## config.mk

```make
export PLATFORM = sky130hd
export DESIGN_NAME = pid_loop_with_drive_accumulator_flat
export DESIGN_NICKNAME = d
export VERILOG_FILES = /design/src/rtl/core/pldacc_pkg.sv /design/src/rtl/core/pldacc_if.sv /design/src/rtl/core/pid_loop_with_drive_accumulator.sv /design/src/flat_wrapper.sv
export VERILOG_INCLUDE_DIRS = /design/src /design/src/rtl/core
export SDC_FILE = /design/constraint.sdc
export NUM_CORES = 2
export LEC_CHECK = 0
export ABC_AREA = 1
export BUFFER_PORTS_ARGS = -buffer_cell sky130_fd_sc_hd__buf_2
export CAP_MARGIN = 20
export CORE_UTILIZATION = 50
export DETAILED_ROUTE_END_ITERATION = 7
export GPL_TIMING_DRIVEN = 0
export PLACE_DENSITY = 0.67
export SETUP_SLACK_MARGIN = 0.02
export SYNTH_ARGS = -nofsm -noshare
export SYNTH_HDL_FRONTEND = slang
export SYNTH_SLANG_ARGS = --single-unit
```

## constraint.sdc

```tcl
create_clock -name clk -period 6.6 [get_ports clk]
set_input_delay 1.32 -clock clk [delete_from_list [all_inputs] [get_ports clk]]
set_output_delay 1.32 -clock clk [all_outputs]
set_load 0.02 [all_outputs]
```

## src/rtl/core/pid_loop_with_drive_accumulator_defines.svh

```systemverilog
// Assertion macros for the PID loop with drive accumulator
`ifndef PID_LOOP_WITH_DRIVE_ACCUMULATOR_DEFINES_SVH
`define PID_LOOP_WITH_DRIVE_ACCUMULATOR_DEFINES_SVH

// same-cycle implication, sampled on clk, off during reset
`define PLDA_ASSERT_IMP(lbl, ante, cons, msg) \
	lbl: assert property (@(posedge clk) disable iff (!arst_n) (ante) |-> (cons)) \
		else $error(msg);

// next-cycle implication
`define PLDA_ASSERT_NXT(lbl, ante, cons, msg) \
	lbl: assert property (@(posedge clk) disable iff (!arst_n) (ante) |=> (cons)) \
		else $error(msg);

`endif

```

## src/rtl/core/pldacc_pkg.sv

```systemverilog
// Package: constants, register indexes and sequencer states of the PID loop
package pldacc_pkg;
	localparam int FRAC_BITS_DEF  = 16;
	localparam int DATA_WIDTH_DEF = 32;
	localparam int CFG_IDX_W      = 3;

	localparam logic [CFG_IDX_W-1:0] REG_PROP_GAIN  = 3'd0;
	localparam logic [CFG_IDX_W-1:0] REG_INTEG_GAIN = 3'd1;
	localparam logic [CFG_IDX_W-1:0] REG_DERIV_GAIN = 3'd2;
	localparam logic [CFG_IDX_W-1:0] REG_OUT_LOW    = 3'd3;
	localparam logic [CFG_IDX_W-1:0] REG_OUT_HIGH   = 3'd4;
	localparam logic [CFG_IDX_W-1:0] REG_BOOST      = 3'd5;

	typedef enum logic [3:0] {
		ST_IDLE,
		ST_MUL_ES,
		ST_DIV,
		ST_MUL_P,
		ST_MUL_I,
		ST_MUL_D,
		ST_CLAMP,
		ST_MUL_B,
		ST_DRIVE
	} st_t;
endpackage

```

## src/rtl/core/pldacc_if.sv

```systemverilog
// Channel interfaces: input word, result word and configuration writes
interface pldacc_cmd_if import pldacc_pkg::*; #(
	parameter int DATA_WIDTH = DATA_WIDTH_DEF
);
	logic                         valid;
	logic                         ready;
	logic signed [DATA_WIDTH-1:0] target_value;
	logic signed [DATA_WIDTH-1:0] measured_value;
	logic        [DATA_WIDTH-2:0] time_step;

	modport source (output valid, target_value, measured_value, time_step, input ready);
	modport sink (input valid, target_value, measured_value, time_step, output ready);
endinterface

interface pldacc_rsp_if import pldacc_pkg::*; #(
	parameter int DATA_WIDTH = DATA_WIDTH_DEF
);
	logic                         valid;
	logic                         ready;
	logic signed [DATA_WIDTH-1:0] pid_output;
	logic signed [DATA_WIDTH-1:0] drive_total;
	logic                         drive_negative;
	logic                         step_zero;

	modport source (output valid, pid_output, drive_total, drive_negative, step_zero,
		input ready);
	modport sink (input valid, pid_output, drive_total, drive_negative, step_zero,
		output ready);
endinterface

interface pldacc_cfg_if import pldacc_pkg::*; #(
	parameter int DATA_WIDTH = DATA_WIDTH_DEF
);
	logic                  valid;
	logic                  ready;
	logic [CFG_IDX_W-1:0]  index;
	logic [DATA_WIDTH-1:0] data;

	modport source (output valid, index, data, input ready);
	modport sink (input valid, index, data, output ready);
endinterface

```

## src/rtl/core/pid_loop_with_drive_accumulator.sv

```systemverilog
// PID controller with output clamp and saturating drive accumulator, bit-serial
// Usage:
//  cmd: one word per control update (target, measured value, time step, Q format
//   with FRAC_BITS fraction bits). Taken only while the sequencer is idle.
//  rsp: one word per update: clamped PID output, drive total, negative flag and
//   zero-step flag. Held in an output register until taken.
//  cfg: register writes (index, data), always ready; write only while idle.
// Datapath: five products go through one shift-add multiplier, one bit per
//  cycle; the derivative quotient through a restoring divider, one bit per
//  cycle. The divider is skipped when the time step is zero.
// Updates: one at a time; the next word is taken while the last result still
//  waits in the output register.
// Stall: if rsp is not taken, the sequencer holds in its final step until the
//  output register frees.
// Reset: gains, limits and boost to their defaults, integral, last error and
//  drive accumulator to zero, output register empty.
`include "pid_loop_with_drive_accumulator_defines.svh"

module pid_loop_with_drive_accumulator import pldacc_pkg::*; #(
	parameter int FRAC_BITS  = FRAC_BITS_DEF,
	parameter int DATA_WIDTH = DATA_WIDTH_DEF
) (
	input  logic         clk,
	input  logic         arst_n,
	pldacc_cmd_if.sink   cmd,
	pldacc_rsp_if.source rsp,
	pldacc_cfg_if.sink   cfg
);
	localparam int W   = DATA_WIDTH;
	localparam int F   = FRAC_BITS;
	localparam int WW  = W + F;
	localparam int PW  = 2 * WW;
	localparam int QW  = PW - F;
	localparam int NW  = W + F + 2;
	localparam int SW  = W - 1;
	localparam int SMW = WW + 2;
	localparam int CW  = $clog2(((WW > NW) ? WW : NW) + 2);

	st_t st_q, st_d;
	logic [CW-1:0] cnt_q;

	logic signed [W-1:0] kp_q, ki_q, kd_q, lo_q, hi_q, boost_q;

	logic signed [W:0]     err_q, prev_q;
	logic [SW-1:0]         step_q;
	logic                  zero_q;
	logic signed [WW-1:0]  integ_q, rate_q;
	logic signed [SMW-1:0] sum_q;
	logic signed [W-1:0]   pid_q, acc_q;

	logic [PW-1:0] mp_q;
	logic [WW-1:0] ma_q;
	logic          mneg_q;
	logic [NW-1:0] dq_q;
	logic [SW-1:0] dr_q;
	logic          dneg_q;

	logic                ov_q, o_neg_q, o_zero_q;
	logic signed [W-1:0] o_pid_q, o_drive_q;

	logic mul_done, div_done, out_free, cmd_rdy;

	logic signed [WW-1:0] opa, opb, mres;
	logic [WW-1:0]        absa, absb, addend;
	logic [WW:0]          hi_sum;
	logic [QW-1:0]        mq;
	logic [QW:0]          mv;
	logic signed [W:0]    err_in;
	logic signed [W+1:0]  diff;
	logic [W+1:0]         absd;
	logic [SW:0]          rsh;
	logic                 qbit;
	logic signed [WW-1:0] rate_sat;
	logic [WW:0]          isum, dsum;
	logic signed [SMW-1:0] lo_e, hi_e, mres_e;

	// control outputs
	always_comb begin
		cmd_rdy  = (st_q == ST_IDLE);
		mul_done = (cnt_q == CW'(WW + 1));
		div_done = (cnt_q == CW'(NW));
		out_free = !ov_q || rsp.ready;
	end

	assign cmd.ready          = cmd_rdy;
	assign cfg.ready          = 1'b1;
	assign rsp.valid          = ov_q;
	assign rsp.pid_output     = o_pid_q;
	assign rsp.drive_total    = o_drive_q;
	assign rsp.drive_negative = o_neg_q;
	assign rsp.step_zero      = o_zero_q;

	always_comb begin
		st_d = st_q;
		unique case (st_q)
			ST_IDLE:   if (cmd.valid) st_d = ST_MUL_ES;
			ST_MUL_ES: if (mul_done) st_d = zero_q ? ST_MUL_P : ST_DIV;
			ST_DIV:    if (div_done) st_d = ST_MUL_P;
			ST_MUL_P:  if (mul_done) st_d = ST_MUL_I;
			ST_MUL_I:  if (mul_done) st_d = ST_MUL_D;
			ST_MUL_D:  if (mul_done) st_d = ST_CLAMP;
			ST_CLAMP:  st_d = ST_MUL_B;
			ST_MUL_B:  if (mul_done) st_d = ST_DRIVE;
			ST_DRIVE:  if (out_free) st_d = ST_IDLE;
			default:   st_d = ST_IDLE;
		endcase
	end

	// multiplier operands
	always_comb begin
		opa = '0;
		opb = '0;
		unique case (st_q)
			ST_MUL_ES: begin
				opa = {{(WW-W-1){err_q[W]}}, err_q};
				opb = {{(WW-SW){1'b0}}, step_q};
			end
			ST_MUL_P: begin
				opa = {{(WW-W){kp_q[W-1]}}, kp_q};
				opb = {{(WW-W-1){err_q[W]}}, err_q};
			end
			ST_MUL_I: begin
				opa = {{(WW-W){ki_q[W-1]}}, ki_q};
				opb = integ_q;
			end
			ST_MUL_D: begin
				opa = {{(WW-W){kd_q[W-1]}}, kd_q};
				opb = rate_q;
			end
			ST_MUL_B: begin
				opa = {{(WW-W){pid_q[W-1]}}, pid_q};
				opb = {{(WW-W){boost_q[W-1]}}, boost_q};
			end
			default: begin
				opa = '0;
				opb = '0;
			end
		endcase
		absa   = opa[WW-1] ? (~opa + 1'b1) : opa;
		absb   = opb[WW-1] ? (~opb + 1'b1) : opb;
		addend = mp_q[0] ? ma_q : '0;
		hi_sum = {1'b0, mp_q[PW-1:WW]} + {1'b0, addend};
	end

	// floor(product / 2^F), saturated to WW bits
	always_comb begin
		mq   = mp_q[PW-1:F];
		mv   = {1'b0, mq} + {{QW{1'b0}}, |mp_q[F-1:0]};
		mres = '0;
		if (!mneg_q) begin
			if (mq > {{(QW-WW+1){1'b0}}, {(WW-1){1'b1}}})
				mres = {1'b0, {(WW-1){1'b1}}};
			else
				mres = mq[WW-1:0];
		end else begin
			if (mv >= ((QW+1)'(1) << (WW-1)))
				mres = {1'b1, {(WW-1){1'b0}}};
			else
				mres = ~mv[WW-1:0] + 1'b1;
		end
	end

	// entry arithmetic, divider step, saturations
	always_comb begin
		err_in = {cmd.target_value[W-1], cmd.target_value}
			- {cmd.measured_value[W-1], cmd.measured_value};
		diff   = {err_in[W], err_in} - {prev_q[W], prev_q};
		absd   = diff[W+1] ? (~diff + 1'b1) : diff;
		rsh    = {dr_q, dq_q[NW-1]};
		qbit   = (rsh >= {1'b0, step_q});
		if (!dneg_q) begin
			if (dq_q > {{(NW-WW+1){1'b0}}, {(WW-1){1'b1}}})
				rate_sat = {1'b0, {(WW-1){1'b1}}};
			else
				rate_sat = dq_q[WW-1:0];
		end else begin
			if (dq_q > (NW'(1) << (WW-1)))
				rate_sat = {1'b1, {(WW-1){1'b0}}};
			else
				rate_sat = ~dq_q[WW-1:0] + 1'b1;
		end
		isum   = {integ_q[WW-1], integ_q} + {mres[WW-1], mres};
		dsum   = {{(WW-W+1){acc_q[W-1]}}, acc_q} + {mres[WW-1], mres};
		lo_e   = {{(SMW-W){lo_q[W-1]}}, lo_q};
		hi_e   = {{(SMW-W){hi_q[W-1]}}, hi_q};
		mres_e = {{(SMW-WW){mres[WW-1]}}, mres};
	end

	always_ff @(posedge clk or negedge arst_n) begin
		if (!arst_n) begin
			st_q    <= ST_IDLE;
			cnt_q   <= '0;
			kp_q    <= W'(1) << F;
			ki_q    <= '0;
			kd_q    <= '0;
			lo_q    <= {1'b1, {(W-1){1'b0}}};
			hi_q    <= {1'b0, {(W-1){1'b1}}};
			boost_q <= W'(1) << F;
			integ_q <= '0;
			prev_q  <= '0;
			acc_q   <= '0;
			ov_q    <= 1'b0;
		end else begin
			st_q <= st_d;
			if (st_d != st_q)
				cnt_q <= '0;
			else if (st_q != ST_IDLE && st_q != ST_CLAMP && st_q != ST_DRIVE)
				cnt_q <= cnt_q + 1'b1;

			if (cfg.valid) begin
				case (cfg.index)
					REG_PROP_GAIN:  kp_q    <= cfg.data;
					REG_INTEG_GAIN: ki_q    <= cfg.data;
					REG_DERIV_GAIN: kd_q    <= cfg.data;
					REG_OUT_LOW:    lo_q    <= cfg.data;
					REG_OUT_HIGH:   hi_q    <= cfg.data;
					REG_BOOST:      boost_q <= cfg.data;
					default:        ;
				endcase
			end

			if (st_q == ST_DRIVE && out_free)
				ov_q <= 1'b1;
			else if (rsp.ready)
				ov_q <= 1'b0;

			unique case (st_q)
				ST_IDLE: if (cmd.valid) prev_q <= err_in;
				ST_MUL_ES: if (mul_done) begin
					if (isum[WW] != isum[WW-1])
						integ_q <= isum[WW] ? {1'b1, {(WW-1){1'b0}}}
							: {1'b0, {(WW-1){1'b1}}};
					else
						integ_q <= isum[WW-1:0];
				end
				ST_MUL_B: if (mul_done) begin
					if (!(&dsum[WW:W-1] || ~|dsum[WW:W-1]))
						acc_q <= dsum[WW] ? {1'b1, {(W-1){1'b0}}} : {1'b0, {(W-1){1'b1}}};
					else
						acc_q <= dsum[W-1:0];
				end
				default: ;
			endcase
		end
	end

	// datapath, no reset
	always_ff @(posedge clk) begin
		unique case (st_q)
			ST_IDLE: if (cmd.valid) begin
				err_q  <= err_in;
				step_q <= cmd.time_step;
				zero_q <= (cmd.time_step == '0);
				rate_q <= '0;
				dq_q   <= {absd, {F{1'b0}}};
				dr_q   <= '0;
				dneg_q <= diff[W+1];
			end
			ST_DIV: begin
				if (div_done)
					rate_q <= rate_sat;
				else begin
					dr_q <= qbit ? SW'(rsh - {1'b0, step_q}) : rsh[SW-1:0];
					dq_q <= {dq_q[NW-2:0], qbit};
				end
			end
			ST_CLAMP: begin
				if (sum_q < lo_e)
					pid_q <= lo_q;
				else if (sum_q < hi_e)
					pid_q <= sum_q[W-1:0];
				else
					pid_q <= hi_q;
			end
			ST_DRIVE: if (out_free) begin
				o_pid_q   <= pid_q;
				o_drive_q <= acc_q;
				o_neg_q   <= acc_q[W-1];
				o_zero_q  <= zero_q;
			end
			default: ;
		endcase

		if (st_q == ST_MUL_ES || st_q == ST_MUL_P || st_q == ST_MUL_I
			|| st_q == ST_MUL_D || st_q == ST_MUL_B) begin
			if (cnt_q == '0) begin
				ma_q   <= absa;
				mp_q   <= {{WW{1'b0}}, absb};
				mneg_q <= opa[WW-1] ^ opb[WW-1];
			end else if (!mul_done)
				mp_q <= {hi_sum, mp_q[WW-1:1]};
			else if (st_q == ST_MUL_P)
				sum_q <= mres_e;
			else if (st_q == ST_MUL_I || st_q == ST_MUL_D)
				sum_q <= sum_q + mres_e;
		end
	end

	`PLDA_ASSERT_NXT(a_accept_starts, cmd.valid && cmd.ready, st_q == ST_MUL_ES, "accept did not start update")
	`PLDA_ASSERT_IMP(a_rsp_from_drive, $rose(ov_q), $past(st_q) == ST_DRIVE, "result word out of sequence")
	`PLDA_ASSERT_IMP(a_neg_flag, rsp.valid, rsp.drive_negative == rsp.drive_total[W-1], "negative flag mismatch")
	`PLDA_ASSERT_IMP(a_zero_no_div, st_q == ST_DIV, !zero_q, "divider run on zero step")
endmodule
```

## src/flat_wrapper.sv

```systemverilog
// flat-port wrapper written by rule: the top's interface ports become plain ports
module pid_loop_with_drive_accumulator_flat import pldacc_pkg::*;
#(
	parameter int FRAC_BITS  = FRAC_BITS_DEF,
	parameter int DATA_WIDTH = DATA_WIDTH_DEF
)
  (clk, arst_n, cmd_valid, cmd_target_value, cmd_measured_value, cmd_time_step, cmd_ready, rsp_valid, rsp_pid_output, rsp_drive_total, rsp_drive_negative, rsp_step_zero, rsp_ready, cfg_valid, cfg_index, cfg_data, cfg_ready);
  pldacc_cmd_if #(.DATA_WIDTH(DATA_WIDTH)) cmd_i ();
  pldacc_rsp_if #(.DATA_WIDTH(DATA_WIDTH)) rsp_i ();
  pldacc_cfg_if #(.DATA_WIDTH(DATA_WIDTH)) cfg_i ();
  input  logic clk;
  input  logic arst_n;
  input wire logic [$bits(cmd_i.valid)-1:0] cmd_valid;
  input wire logic [$bits(cmd_i.target_value)-1:0] cmd_target_value;
  input wire logic [$bits(cmd_i.measured_value)-1:0] cmd_measured_value;
  input wire logic [$bits(cmd_i.time_step)-1:0] cmd_time_step;
  output wire logic [$bits(cmd_i.ready)-1:0] cmd_ready;
  output wire logic [$bits(rsp_i.valid)-1:0] rsp_valid;
  output wire logic [$bits(rsp_i.pid_output)-1:0] rsp_pid_output;
  output wire logic [$bits(rsp_i.drive_total)-1:0] rsp_drive_total;
  output wire logic [$bits(rsp_i.drive_negative)-1:0] rsp_drive_negative;
  output wire logic [$bits(rsp_i.step_zero)-1:0] rsp_step_zero;
  input wire logic [$bits(rsp_i.ready)-1:0] rsp_ready;
  input wire logic [$bits(cfg_i.valid)-1:0] cfg_valid;
  input wire logic [$bits(cfg_i.index)-1:0] cfg_index;
  input wire logic [$bits(cfg_i.data)-1:0] cfg_data;
  output wire logic [$bits(cfg_i.ready)-1:0] cfg_ready;
  assign cmd_i.valid = cmd_valid;
  assign cmd_i.target_value = cmd_target_value;
  assign cmd_i.measured_value = cmd_measured_value;
  assign cmd_i.time_step = cmd_time_step;
  assign cmd_ready = cmd_i.ready;
  assign rsp_valid = rsp_i.valid;
  assign rsp_pid_output = rsp_i.pid_output;
  assign rsp_drive_total = rsp_i.drive_total;
  assign rsp_drive_negative = rsp_i.drive_negative;
  assign rsp_step_zero = rsp_i.step_zero;
  assign rsp_i.ready = rsp_ready;
  assign cfg_i.valid = cfg_valid;
  assign cfg_i.index = cfg_index;
  assign cfg_i.data = cfg_data;
  assign cfg_ready = cfg_i.ready;
  pid_loop_with_drive_accumulator #(.FRAC_BITS(FRAC_BITS), .DATA_WIDTH(DATA_WIDTH)) u_core (.clk(clk), .arst_n(arst_n), .cmd(cmd_i), .rsp(rsp_i), .cfg(cfg_i));
endmodule
```

# Word-level counts from Yosys, hierarchy flattened

Index checks and enable logic that the tools add are counted.

Register bits: 804
Bits of input ports: 135

Add/subtract/negate cells: 14
Order comparisons: 7
Equality and inequality tests: 23
Mux-type cells: 46
Bitwise operators: 7
Reductions and logical operators: 39

Operators by type and width:

| cell                                                             | number |
|---|---|
| 2-to-1 mux 48 bit                                                | 13 |
| case mux 48 bit (5 select lines)                                 | 2 |
| 2-to-1 mux 50 bit                                                | 4 |
| adder 48 x 1 -> 48 bit (second input constant)                   | 4 |
| NOT 48 bit                                                       | 4 |
| 2-to-1 mux 32 bit                                                | 4 |
| less-than comparator 50 x 32 -> 1 bit                            | 2 |
| case mux 50 bit (2 select lines)                                 | 1 |
| adder 48 x 48 -> 49 bit                                          | 2 |
| 2-to-1 mux 96 bit                                                | 1 |
| case mux 48 bit (2 select lines)                                 | 1 |
| 2-to-1 mux 31 bit                                                | 3 |
| adder 80 x 1 -> 81 bit                                           | 1 |
| >= comparator 81 x 48 -> 1 bit (second input constant)           | 1 |
| greater-than comparator 80 x 47 -> 1 bit (second input constant) | 1 |
| case mux 31 bit (2 select lines)                                 | 1 |
| adder 50 x 48 -> 50 bit                                          | 1 |
| greater-than comparator 50 x 47 -> 1 bit (second input constant) | 1 |
| greater-than comparator 50 x 48 -> 1 bit (second input constant) | 1 |
| adder 32 x 48 -> 49 bit                                          | 1 |
| 2-to-1 mux 47 bit                                                | 1 |
| case mux 4 bit (9 select lines)                                  | 1 |
| adder 34 x 1 -> 34 bit (second input constant)                   | 1 |
| 2-to-1 mux 34 bit                                                | 1 |
| 40 further kinds                                                 | 83 |

# Logic depth before layout (Yosys ltp)

Word-level depth: 11
Mapped depth: 45
Gate-level depth less buffers: 42

# Least setup slack after synthesis

OpenSTA, ideal clock, no wires.

Path type: input to register
Start point: input port cmd_valid
End point: register u_core.dq_q[0], enable pin
Arrival time: 6.950 ns
Data required time: 5.980 ns
Setup slack: -0.970 ns
Cell stages on the path: 2
Buffers on the path: 0
Cell sequence: o21ai_0 nor3_1

Cells in the longest elaborated chain, start to end: 2

RTL lines:

| what                          | RTL line                               | RTL |
|---|---|---|
| start: declaration            | flat_wrapper.sv:13                     | `input wire logic [$bits(cmd_i.valid)-1:0] cmd_valid;` |
| != test 2 bit (no line)       | --                                     |  |
| AND reduction 3 bit (no line) | --                                     |  |
| end signal: assignment        | pid_loop_with_drive_accumulator.sv:255 | `dq_q <= {absd, {F{1'b0}}};` |
| end signal: assignment        | pid_loop_with_drive_accumulator.sv:264 | `dq_q <= {dq_q[NW-2:0], qbit};` |
| end: declaration              | pid_loop_with_drive_accumulator.sv:54  | `logic [NW-1:0] dq_q;` |

Every way passes these cells.
A chain may end at the register's enable or synchronous reset.

# Final worst setup path

Start point: register u_core.mp_q[1]
End point: register u_core.acc_q[13]

Cells in the longest elaborated chain, start to end: 11

RTL lines:

| what                      | RTL line                               | RTL |
|---|---|---|
| start: declaration        | pid_loop_with_drive_accumulator.sv:51  | `logic [PW-1:0] mp_q;` |
| start signal: assignment  | pid_loop_with_drive_accumulator.sv:288 | `mp_q <= {{WW{1'b0}}, absb};` |
| start signal: assignment  | pid_loop_with_drive_accumulator.sv:291 | `mp_q <= {hi_sum, mp_q[WW-1:1]};` |
| OR reduction 16 bit *     | pid_loop_with_drive_accumulator.sv:148 | `mv = {1'b0, mq} + {{QW{1'b0}}, \|mp_q[F-1:0]};` |
| adder 80 x 1 -> 81 bit *  | pid_loop_with_drive_accumulator.sv:148 |  |
| NOT 48 bit                | pid_loop_with_drive_accumulator.sv:159 | `mres = ~mv[WW-1:0] + 1'b1;` |
| adder 48 x 1 -> 48 bit    | pid_loop_with_drive_accumulator.sv:159 |  |
| 2-to-1 mux 48 bit *       | pid_loop_with_drive_accumulator.sv:156 | `if (mv >= ((QW+1)'(1) << (WW-1)))` |
| 2-to-1 mux 48 bit *       | pid_loop_with_drive_accumulator.sv:150 | `if (!mneg_q) begin` |
| adder 32 x 48 -> 49 bit * | pid_loop_with_drive_accumulator.sv:183 | `dsum = {{(WW-W+1){acc_q[W-1]}}, acc_q} + {mres[WW-1], mres};` |
| OR reduction 18 bit       | pid_loop_with_drive_accumulator.sv:237 | `if (!(&dsum[WW:W-1] \|\| ~\|dsum[WW:W-1]))` |
| logical NOT 1 bit         | pid_loop_with_drive_accumulator.sv:237 |  |
| logical OR 1 bit          | pid_loop_with_drive_accumulator.sv:237 |  |
| 2-to-1 mux 32 bit *       | pid_loop_with_drive_accumulator.sv:237 |  |
| end signal: assignment    | pid_loop_with_drive_accumulator.sv:238 | `acc_q <= dsum[WW] ? {1'b1, {(W-1){1'b0}}} : {1'b0, {(W-1){1'b1}}};` |
| end signal: assignment    | pid_loop_with_drive_accumulator.sv:240 | `acc_q <= dsum[W-1:0];` |
| end: declaration          | pid_loop_with_drive_accumulator.sv:49  | `logic signed [W-1:0] pid_q, acc_q;` |

Every way passes the cells marked *; elsewhere a longest branch is shown, timed or not.

==> metrics.yaml <==
whs_path_depth: 2
rrSetupSlack_ns: 0.12
period_share: 0.981
dp_cells: 11305
p_per_area_nw_per_um2: 409
r2r_end: "u_core.acc_q[13]"
fin_worst_skew_ns: 0.0465
nets: 10351
crit_type: "reg2reg"
hp-start: "u_core.prev_q[18]"
areaGrowthSynthToFinish_pct: 13.8
cts_buffers: 97
fin_crit_ns: 6.48
worstMarginPinSlew_ns: 1.36
ios: 204
finalHoldViolCount: 0
n_fill_cell: 12468
cts-hold-fix-buffers: 0
hp-class: "reg2reg"
async_reset_ff_frac: 0.394
whs_endpoint: "u_core.prev_q[18]"
grt_pass1_wl_um: 401000
gr-usage-all-layers: 0.417
cts.sinks: 803
wl_um: 279000
postPlaceCellArea_sq_um: 68300
ant_nets: 0
start_util: 0.505
synth.area.top_cells: "edfxtp_1 (23%), nand2_1 (16%), dfrtp_1 (11%), ha_1 (7.7%), inv_1 (7.5%)"
synth-main-ff-cell: "edfxtp_1"
crit_path_start_kind: "flip-flop"
root_buffer: "clkbuf_16"
antenna_found_initial: 27
grt_pass1_vias: 61891
final_cell_area_sq_um: 73400
io_buffer_count: 202
syn_area_per_cell_sq_um: 6.87
synth.top_cell.area_share: 0.227
max_freq_mhz: 154
slowest_stage: "edfxtp_1"
slew_headroom: 0.0948
rsz0062_at_grt: "yes"
ys_types: 68
yosys.area.top_type: "edfxtp_1"
drcViolationCount: 0
syn_inst: 9387
grt_max_degree: 103
rr_worst_depth: 41
synth_most_common_cell: "nand2_1"
wl_per_cell_um: 24.1
cts_buffer_depth: 3
ys_warn_count: 0
slowest_delay_ns: 0.40
vdd_drop_max_mv: 0.331
ys_ff_latch: 803
final_cells: 11571
synth-edff-count: 487
timing.final.max_slew_violations: 0
rows: 131
via_count: 67527
clk_latency_ns: 0.74
ys_top_cells_by_count: "nand2_1 (2715), inv_1 (1295), nor2_1 (1043), o21ai_0 (712), a21oi_1 (601)"
core_sq_um: 128000
syn_area_sq_um: 64500
drt-initial-drc-count: 8223
overflow: 0
max_cap_violations: 0
dp.final_hpwl_um: 227000
place_ws_ns: -1.52
drt_pass1_iterations: 7
drive_gt1_frac: 0.0842
regToRegStartpoint: "u_core.mp_q[1]"
critPathArrivalTime_ns: 7.13
cp_common_cell: "nand2_1"
seq_area_frac_synth: 0.350
endpoint_kind: "flip-flop"
critPathMaxFanout: 10
die_w_um: 361
gp_congestion: 1.08
p_leak_uw: 0.0346
htreeDepth: 3
vias_per_cell: 5.84
setup_ws_ns: 0.125
final-setup-viol-count: 0
dieArea_sq_um: 130000
fp.dieH_um: 361
cts_tree: "done"
crit_required_ns: 7.26
clkTransAtPathRegs_ns: 0.07
outcome: "complete, no violations"
==> report_power, final <==
part / total (uW) / internal (uW) / switching [uW]
combinational: 15800 / 4850 / 11000
clock: 5830 / 3400 / 2430
sequential: 8320 / 7140 / 1180
==> cell type report <==
type,instances,area [sq um],area share
Multi-Input combinational cell,7067,37100,0.505
Inverter,1314,4940,0.0673
Sequential cell,803,22600,0.308
Timing Repair Buffer,311,2260,0.0308
Buffer,217,1020,0.0138
Antenna cell,13,32.5,0.000443
Clock inverter,52,687,0.00936
Tap cell,1662,2080,0.0283
Clock buffer,132,2730,0.0372
==> critical path, delay by kind of cell, from the launching register on <==
family	cells	cell delay, ns
flops	1	0.40
buf+inv	7	1.00
simple gates	29	3.81
compound gates	2	0.41
fa+ha+maj	2	0.59
xor+xnor	1	0.17
==> cells by family after synthesis <==
logic type,synth area share
and+or+nand+nor,0.301
AOI/OAI and AO/OA,0.141
buffers and inverters,0.0909
DFF,0.350
adders and majority gates,0.0794
xor gates and xnor gates,0.0379
other,0.000116
==> per-layer routing <==
layer  part of all wire  up-vias  global-route usage
li1                   -    31644                   -
met1               0.38    31544               0.523
met2               0.44     3544               0.645
met3               0.10      779              0.0843
met4              0.079       16               0.288
met5            0.00035        -                   0
==> placed cells by master (no fill, tap or decap), drive strengths merged, types with 8 or more instances in the layout <==
cell and n:
nand3 502, nor2 1071, and3 10, o21bai 33, bufinv 12, buf 379
nor3 125, nand4 130, diode 13, xnor2 83, conb 16, a21o 20
o21a 39, o211ai 29, nand3b 32, clkinvlp 8, or2 32, dfrtp 282
dfstp 34, a31oi 74, o21ai 724, xor2 195, nor4 52, a21boi 60
o22ai 21, a211oi 26, a21oi 601, clkbuf 281, clkinv 33, o221ai 11
ha 398, edfxtp 487, and2 21, inv 1313, nand2 2727
==> state kept, by name, indices dropped and copies added, names as in the netlist, 33 cells and up <==
register,flops
u_core.err_q,33
u_core.prev_q,33
u_core.sum_q,50
u_core.dq_q,50
u_core.ma_q,48
u_core.integ_q,48
u_core.mp_q,96
u_core.rate_q,48
==> metrics by stage <==
stage / setup TNS, ns / utilization / hold WS, ns / power, uW
global placement: -962.22 / 0.529 / 0.465 / 22900
global route: -2.04 / 0.574 / 0.496 / 31800
finish: 0 / 0.574 / 0.480 / 30000
detailed placement: -135.80 / 0.534 / 0.468 / 23200
CTS: 0 / 0.565 / 0.484 / 29200
floorplan: 0 / - / 0.426 / 18100
==> how the worst max path moves through the flow <==
| stage | from | cells after the start | endpoint | slack (ns) |
|---|---|---|---|---|
| after floorplan | cmd_target_value[0] | 33 | u_core.dq_q[36] | 0.87 |
| after global placement | arst_n | 1 | u_core.prev_q[23] | -2.37 |
| after detailed placement | u_core.mp_q[0] | 38 | u_core.integ_q[36] | -1.52 |
| after CTS | u_core.mp_q[0] | 42 | u_core.acc_q[20] | 0.04 |
| after global routing | u_core.mp_q[2] | 42 | u_core.acc_q[28] | -0.11 |
| final | u_core.mp_q[1] | 41 | u_core.acc_q[13] | 0.12 |
==> repair_timing <==
item | CTS | global route
cloned | 0 | 1
setup endpoints to repair | 112 | 127
pin swaps | 15 | 34
resized for setup | 101 | 175
setup buffers | 20 | 44
(Power assumes the default switching activity.)
